### config.mk
export PLATFORM = sky130hd
export DESIGN_NAME = mssc_ctrl
export DESIGN_NICKNAME = d
export VERILOG_FILES = /design/src/hw/rtl/mssc_pkg.sv /design/src/hw/rtl/mssc_ctrl.sv
export SDC_FILE = /design/constraint.sdc
export NUM_CORES = 1
export LEC_CHECK = 0
export BUFFER_PORTS_ARGS = -buffer_cell sky130_fd_sc_hd__clkbuf_2
export CORE_AREA = 2 2 39 41
export CTS_CLUSTER_DIAMETER = 30
export DETAILED_ROUTE_END_ITERATION = 8
export DIE_AREA = 0 0 41 43
export PLACE_DENSITY = 0.42
export REMOVE_ABC_BUFFERS = 1
export SETUP_SLACK_MARGIN = 0.5
export SYNTH_ARGS = -nofsm -noshare
export SYNTH_HDL_FRONTEND = slang
export SYNTH_SLANG_ARGS = --single-unit
### constraint.sdc
create_clock -name clk -period 2.4 [get_ports clk]
set_input_delay 0.72 -clock clk [delete_from_list [all_inputs] [get_ports clk]]
set_output_delay 0.72 -clock clk [all_outputs]
set_load 0.01 [all_outputs]
### src/hw/rtl/mssc_pkg.sv
`default_nettype none
package mssc_pkg;

  localparam int TABLE_DEPTH = 4096;
  localparam int ADDR_W = $clog2(TABLE_DEPTH);
  localparam int CNT_W = 3;
  localparam int SUM_W = CNT_W + 1;
  localparam int ROOT_W = 7;
  localparam int SQ_W = 13;
  localparam logic [SUM_W-1:0] BEST_INIT = SUM_W'(7);

  typedef enum logic [2:0] {
    ST_IDLE,
    ST_CHECK,
    ST_ENTRY,
    ST_SCAN,
    ST_DRAIN,
    ST_WRITE,
    ST_LOOK,
    ST_RESP
  } state_t;

  typedef struct packed {
    logic load_tgt;
    logic lookup;
    logic res_zero;
    logic res_mem;
    logic begin_entry;
    logic write_square;
    logic scan_init;
    logic scan_step;
    logic write_best;
  } cmd_t;

  typedef struct packed {
    logic tgt_zero;
    logic need_fill;
    logic is_square;
    logic last_j;
  } status_t;

endpackage
`default_nettype wire

### src/hw/rtl/mssc_ctrl.sv
`default_nettype none
module mssc_ctrl (
  input  wire logic                clk,
  input  wire logic                rst,
  input  wire logic                start,
  input  wire mssc_pkg::status_t   status,
  output mssc_pkg::cmd_t           cmd,
  output logic                     busy,
  output logic                     done
);

  mssc_pkg::state_t state;
  mssc_pkg::state_t state_next;

  always_ff @(posedge clk) begin
    if (rst) begin
      state <= mssc_pkg::ST_IDLE;
    end else begin
      state <= state_next;
    end
  end

  always_comb begin
    state_next = state;
    cmd        = '0;
    busy       = 1'b1;
    done       = 1'b0;
    unique case (state)
      mssc_pkg::ST_IDLE: begin
        busy = 1'b0;
        if (start) begin
          cmd.load_tgt = 1'b1;
          state_next   = mssc_pkg::ST_CHECK;
        end
      end
      mssc_pkg::ST_CHECK: begin
        priority if (status.tgt_zero) begin
          cmd.res_zero = 1'b1;
          state_next   = mssc_pkg::ST_RESP;
        end else if (status.need_fill) begin
          cmd.begin_entry = 1'b1;
          state_next      = mssc_pkg::ST_ENTRY;
        end else begin
          cmd.lookup = 1'b1;
          state_next = mssc_pkg::ST_LOOK;
        end
      end
      mssc_pkg::ST_ENTRY: begin
        if (status.is_square) begin
          cmd.write_square = 1'b1;
          state_next       = mssc_pkg::ST_CHECK;
        end else begin
          cmd.scan_init = 1'b1;
          state_next    = mssc_pkg::ST_SCAN;
        end
      end
      mssc_pkg::ST_SCAN: begin
        cmd.scan_step = 1'b1;
        if (status.last_j) begin
          state_next = mssc_pkg::ST_DRAIN;
        end
      end
      mssc_pkg::ST_DRAIN: begin
        state_next = mssc_pkg::ST_WRITE;
      end
      mssc_pkg::ST_WRITE: begin
        cmd.write_best = 1'b1;
        state_next     = mssc_pkg::ST_CHECK;
      end
      mssc_pkg::ST_LOOK: begin
        cmd.res_mem = 1'b1;
        state_next  = mssc_pkg::ST_RESP;
      end
      mssc_pkg::ST_RESP: begin
        done       = 1'b1;
        state_next = mssc_pkg::ST_IDLE;
      end
      default: begin
        state_next = mssc_pkg::ST_IDLE;
      end
    endcase
  end

endmodule
`default_nettype wire

==> qor.tcl, run 1 <==
set qor(status) {finished, final reports clean}
set qor(max-cap-violations) 0
set qor(postSynth.asyncResetShare_pct) 0
set qor(fmax_ghz) 0.522
set qor(max-clock-path-buffers) 2
set qor(vias_per_cell) 4.44
set qor(clock_latency_of_the_later_clocked_register_in_the_worst_skew_pair_ns) 0.23
set qor(detailroute.via_count) 333
set qor(port_buffers) 17
set qor(drt_first_iter_violations) 6
set qor(worst_ep_required_time_ns) 1.68
set qor(cts_inserted_buffers) 3
set qor(die_span_y_um) 43
set qor(reg_top3) {state (3)}
set qor(htree_levels) 1
set qor(pwr_density_cell_nw_per_um2) 561
set qor(min_delay_path_depth) 2
set qor(drc) 0
set qor(detailedPlacementHpwl_um) 488
set qor(hold_class) {reg -> reg}
set qor(floorplan.initialDensity_pct) 21.0
set qor(holdWs_ns) 0.554
set qor(largest_register_ffs) 3
set qor(coreArea_um2) 1380
set qor(critPathCaptureType) {output port}
set qor(grt_first_pass_wirelength_um) 1030
set qor(placement_rows) 14
set qor(cts.clk_slew.worst_paths_ns) 0.04
set qor(cts.hold.buffers_added) 0
set qor(place_congestion) 0.608
set qor(grt_start_max_net_pins) 15
set qor(drt-pass1-iter-count) 4
set qor(timing.hold.worst.start) {state[0]}
set qor(yosysWarnings) 0
set qor(ir_worst_vdd_v) 0.000230
set qor(unique_cell_type_count_in_the_yosys_netlist) 24
set qor(cp_cell_sequence) {or3_4 -> nor2_2 -> buf_2}
set qor(fin_skew_ns) 0.00565
set qor(globalRouteOverflowTotal) 0
set qor(reg2regPathDepth) 4
set qor(maxSlewHeadroom_pct) 80.7
set qor(netlist_area_um2) 290
set qor(critPathLaunch) {state[2]}
set qor(ctsRootBufferMaster) {sky130_fd_sc_hd__clkbuf_4}
set qor(syn_inst) 36
set qor(flow.area_growth_from_synthesis_pct) 70.3
set qor(report.final.hold_viol_count) 0
set qor(critical_path_peak_fanout) 7
set qor(fp.dieW_um) 41
set qor(critical_path_arrival_ns) 1.20
set qor(min_period_ns) 1.92
set qor(rsz0062_at_grt) {yes}
set qor(floorplan.die_area_um2) 1760
set qor(max_slew.worst_pin.slew_ns) 0.287
set qor(cts_tree) {done}
set qor(largest-register) {state}
set qor(rr_startpoint) {state[1]}
set qor(number_of_fill_cells_in_the_layout) 153
set qor(timing.final.max_slew_violations) 0
set qor(antenna_violating_nets_post_route) 0
set qor(synth_top_cell_by_area) {sky130_fd_sc_hd__dfxtp_1}
set qor(antenna_found_initial) 0
set qor(cpPeakStageDelay_ns) 0.40
set qor(power.leakage_uw) 0.000231
set qor(drt_wl_total_um) 780
set qor(fin_tns_setup_ns) 0
set qor(timing.setup.critical_path_class) {reg -> out}
set qor(yosys_register_bits) 3
set qor(timing.final.setup_violations) 0
set qor(finish.net_count) 67
set qor(avgSynthCellArea_um2) 8.06
set qor(postSynth.topFlopCell) {sky130_fd_sc_hd__dfxtp_1}
set qor(grt_pass1_vias) 246
set qor(routed_wire_length_per_instance_um) 10.4
set qor(antenna-diode-count) 0
set qor(synth-seq-area-share_pct) 20.7
set qor(slowest_stage) {sky130_fd_sc_hd__or3_4}
set qor(critPathLaunchType) {flop}
set qor(synth-edff-count) 0
set qor(post_route_cells_drive_above_1_share_pct) 64.4
set qor(post-synth-top-area-fraction_pct) 20.7
set qor(grt_usage_pct) 8.82
set qor(ratio_of_final_minimum_period_to_clock_period_pct) 79.8
set qor(floorplan.io_pins) 18
set qor(cts.sinks) 3
set qor(post_synth_main_area_contributors) {sky130_fd_sc_hd__dfxtp_1 (21%), sky130_fd_sc_hd__a21oi_1 (5.2%), sky130_fd_sc_hd__buf_4 (5.2%)}
[layout make-up]
class / count / area [µm²] / share of cell area [%]
clock buffer: 4 / 26.3 / 5.32
inverter: 1 / 3.75 / 0.759
multi-input combinational: 29 / 243 / 49.1
sequential: 3 / 71.3 / 14.4
tap: 16 / 20.0 / 4.05
timing repair buffer: 22 / 130 / 26.3
[through the flow]
stage | power [µW] | cells | worst slack, ns | area, µm² | utilization [%]
6_report | 277 | 75 | 0.484 | 494 | 35.7
3_3_place_gp | 158 | 66 | 0.437 | 375 | 27.1
2_1_floorplan | 127 | 33 | 0.521 | 270 | -
5_1_grt | 303 | 75 | 0.437 | 494 | 35.7
4_1_cts | 259 | 71 | 0.436 | 438 | 31.6
3_5_place_dp | 158 | 66 | 0.397 | 375 | 27.1
[power breakdown]
part           switching [µW]  total, µW  leakage (µW)  internal [µW]
registers                20.9       79.7     0.0000267           58.8
clock network            24.1       86.2     0.0000150           62.2
logic                    50.0        111      0.000189           61.1
[per-layer routing]
metal | vias up | part of all wire, % | track usage [%]
met2 | 13 | 51 | 10.3
met5 | - | 0 | 0
li1 | 175 | - | -
met3 | 0 | 6.0 | 3.14
met4 | 0 | 0 | 8.00
met1 | 145 | 43 | 11.8
[worst paths after layout]
check / end / slack, ns
max: cmd[8] / 0.48
min reg2reg: state[1] / 0.55
min: state[1] / 0.55
max reg2reg: state[2] / 1.23
[critical path, delay by kind of cell, from the launching register on]
family	cells	cell delay, ns
flip-flops	1	0.36
buffers and inverters	1	0.12
AND/OR/NAND/NOR	2	0.48
[what timing repair did]
item / 4_1_cts / 5_1_grt
gates resized for setup: 8 / 13
setup buffers: 1 / 4
endpoints found under the setup margin: 8 / 7
pin swaps: 2 / 2
hold endpoints to repair: 0 / 0
[cells in the final DEF, fill, tap and decap left out, drive strengths merged]
cell type,instances
nand3b,1
a21oi,3
nor3,1
or2b,1
or3b,1
or3,1
inv,1
nor2,5
nand4b,1
buf,11
o31ai,1
nand2,4
and3,2
nor4bb,1
nor4b,1
nor3b,1
nand2b,2
and3b,1
clkbuf,15
dfxtp,3
a211oi,1
o21ai,1
[kinds of logic after synthesis]
family	share of synthesized area [%]
and+or+nand+nor	57.3
AOI/OAI and AO/OA	13.8
buffers and inverters	8.19
DFF	20.7
[cell usage after synthesis, types with 2 or more instances]
cell type / instances
sky130_fd_sc_hd__a21oi_1: 3
sky130_fd_sc_hd__and3_1: 2
sky130_fd_sc_hd__buf_4: 2
sky130_fd_sc_hd__dfxtp_1: 3
sky130_fd_sc_hd__nand2_1: 4
sky130_fd_sc_hd__nand2b_1: 2
sky130_fd_sc_hd__nor2_1: 2
sky130_fd_sc_hd__nor2_2: 2
Note: power is estimated with default switching activity, not from simulation.
==> inputs of run 2 (changes only) <==
clock period = 1.81 ns   (was 2.4 ns; I/O delays follow)
==> run 2 against run 1 <==
Global-route usage down 0.20 points. Cell area down 7.8%. Routed wire length down 3.7%. Critical path depth unchanged. Combinational power up 21%. Clock-buffer cell count unchanged. Total power up 28%. Die area unchanged. Sequential power up 28%. Clock power up 38%. Worst setup slack worse by 0.41 ns. Critical endpoint unchanged.
==> qor.tcl, run 2 (synthesis results as in run 1) <==
set qor(reg_top3) {state (3)}
set qor(timing.final.setup_violations) 0
set qor(drc) 0
set qor(cts.clk_slew.worst_paths_ns) 0.04
set qor(power.clock.fraction_pct) 33.5
set qor(floorplan.io_pins) 18
set qor(rr_endpoint) {state[0]}
set qor(drt_first_iter_violations) 5
set qor(die_span_y_um) 43
set qor(cts.hold.buffers_added) 0
set qor(timing.reg2reg.setup_slack_ns) 0.67
set qor(place_congestion) 0.667
set qor(power.leakage_uw) 0.000214
set qor(finish.net_count) 65
set qor(holdWs_ns) 0.511
set qor(critical_path_arrival_ns) 1.19
set qor(flow.area_growth_from_synthesis_pct) 56.9
set qor(crit_path_end) {cmd[8]}
set qor(critical_path_depth) 3
set qor(placement_rows) 14
set qor(coreArea_um2) 1380
set qor(power.total_uw) 355
set qor(cp_cell_sequence) {or3_4 -> nor2_2 -> buf_2}
set qor(ratio_of_final_minimum_period_to_clock_period_pct) 95.7
set qor(hold_class) {in -> reg}
set qor(ctsRootBufferMaster) {sky130_fd_sc_hd__clkbuf_4}
set qor(clock_latency_of_the_later_clocked_register_in_the_worst_skew_pair_ns) 0.23
set qor(reg2regPathDepth) 4
set qor(report.final.hold_viol_count) 0
set qor(grt_first_pass_wirelength_um) 1040
set qor(status) {finished, final reports clean}
set qor(rsz0062_at_grt) {yes}
set qor(rr_startpoint) {state[1]}
set qor(antenna_violating_nets_post_route) 0
set qor(fmax_ghz) 0.577
set qor(ir_worst_vdd_v) 0.000319
set qor(placed_cells) 67
set qor(routed_wire_length_per_instance_um) 10.3
set qor(fin_skew_ns) 0.00112
set qor(number_of_fill_cells_in_the_layout) 147
set qor(post_route_cells_drive_above_1_share_pct) 61.4
set qor(max_slew.worst_pin.slew_ns) 0.266
set qor(swShare_pct) 34.8
set qor(met1_usage_pct) 11.5
set qor(grt_start_max_net_pins) 15
set qor(grt_pass1_vias) 251
set qor(timing.final.max_slew_violations) 0
set qor(critPathLaunch) {state[1]}
set qor(multi_input_area_um2) 223
set qor(antenna_found_initial) 0
set qor(cts.sinks) 3
set qor(port_buffers) 17
set qor(internal_power_uw) 231
set qor(final_cell_mix) {sky130_fd_sc_hd__clkbuf_2 (11), sky130_fd_sc_hd__buf_2 (6)}
set qor(final-instance-count-excl-fill) 73
set qor(worst_ep_required_time_ns) 1.27
set qor(drt-pass1-iter-count) 2
set qor(critical_path.n_buffers_inverters) 1
set qor(fp.dieW_um) 41
set qor(htree_levels) 1
set qor(floorplan.initialDensity_pct) 21.0
set qor(globalRouteMet2Util_pct) 11.9
set qor(max-clock-path-buffers) 2
set qor(critical_path_peak_fanout) 6
set qor(cts_tree) {done}
set qor(largest-register) {state}
set qor(register_cell_area_after_layout_um2) 71.3
set qor(max-cap-violations) 0
set qor(pwr_density_cell_nw_per_um2) 779
set qor(slowest_stage) {sky130_fd_sc_hd__or3_4}
set qor(timing.setup.critical_path_class) {reg -> out}
set qor(detailedPlacementHpwl_um) 481
set qor(met3_usage_pct) 3.14
set qor(antenna-diode-count) 0
set qor(fin_tns_setup_ns) 0
set qor(critPathLaunchType) {flop}
set qor(power.share.combinational_pct) 37.9
set qor(path_delay_family) {simple AND/OR/NAND/NOR gates}
set qor(cpPeakStageDelay_ns) 0.40
set qor(fin_util_pct) 32.9
set qor(min_period_ns) 1.73
set qor(floorplan.die_area_um2) 1760
set qor(drt_wl_total_um) 751
set qor(grt_usage_pct) 8.62
set qor(critPathCaptureType) {output port}
set qor(busiest_metal_layer_after_global_routing) {met2}
set qor(largest_register_ffs) 3
set qor(maxSlewHeadroom_pct) 82.1
set qor(detailroute.via_count) 319
set qor(globalRouteOverflowTotal) 0
set qor(switchingPower_uw) 124
set qor(p_seq_share_pct) 28.6
set qor(vias_per_cell) 4.37
set qor(cts_inserted_buffers) 3
set qor(mostFrequentLayoutCell) {sky130_fd_sc_hd__clkbuf_2}
## run 2: cell types whose count changed in the layout (fill, tap and decap cells not counted)
cell / previous run / this run
sky130_fd_sc_hd__buf_2: 7 / 6
sky130_fd_sc_hd__nor2_4: 2 / 1
sky130_fd_sc_hd__nor4bb_1: 0 / 1
sky130_fd_sc_hd__buf_6: 0 / 1
sky130_fd_sc_hd__clkbuf_2: 10 / 11
sky130_fd_sc_hd__buf_4: 3 / 2
sky130_fd_sc_hd__nor2_2: 1 / 2
sky130_fd_sc_hd__nor4bb_4: 1 / 0
sky130_fd_sc_hd__clkbuf_4: 4 / 3
sky130_fd_sc_hd__buf_8: 1 / 0
## run 2: repair_timing
item	CTS	global route
setup buffers	2	0
pin swaps	4	3
gates resized for setup	5	11
endpoints found under the setup margin	11	11
hold endpoints to repair	0	0
## run 2: worst min-delay path by stage
stage	startpoint	endpoint	slack (ns)	depth (start not counted)
after CTS	rst	state[0]	0.50	2
after global placement	state[2]	state[2]	0.57	2
final	rst	state[0]	0.51	2
after detailed placement	state[2]	state[2]	0.56	2
after global routing	rst	state[1]	0.51	2
after floorplan	state[0]	state[1]	0.57	2
## run 2: final cells by class
cell class / instances / share of cell area (%)
sequential: 3 / 15.7
inverter: 1 / 0.824
clock buffer: 4 / 5.77
multi-input combinational: 29 / 48.9
timing repair buffer: 20 / 24.5
tap: 16 / 4.40
## run 2: per-stage QoR
stage	cell area [µm²]	setup slack, ns
detailed placement	383	0.173
global placement	383	0.170
finish	455	0.0781
floorplan	270	0.285
global route	455	0.0358
CTS	433	0.0615
## run 2: power groups by stage
stage / sequential, µW / combinational [µW] / clock (µW)
floorplan: 98.3 / 69.6 / 0
global placement: 103 / 111 / 0
detailed placement: 102 / 111 / 0
CTS: 99.8 / 127 / 125
global route: 106 / 149 / 128
finish: 102 / 134 / 119
## run 2: layer usage
layer	part of all wire, %	up-vias
met3	7.6	0
met4	0	0
li1	-	168
met2	43	13
met5	0	-
met1	49	138
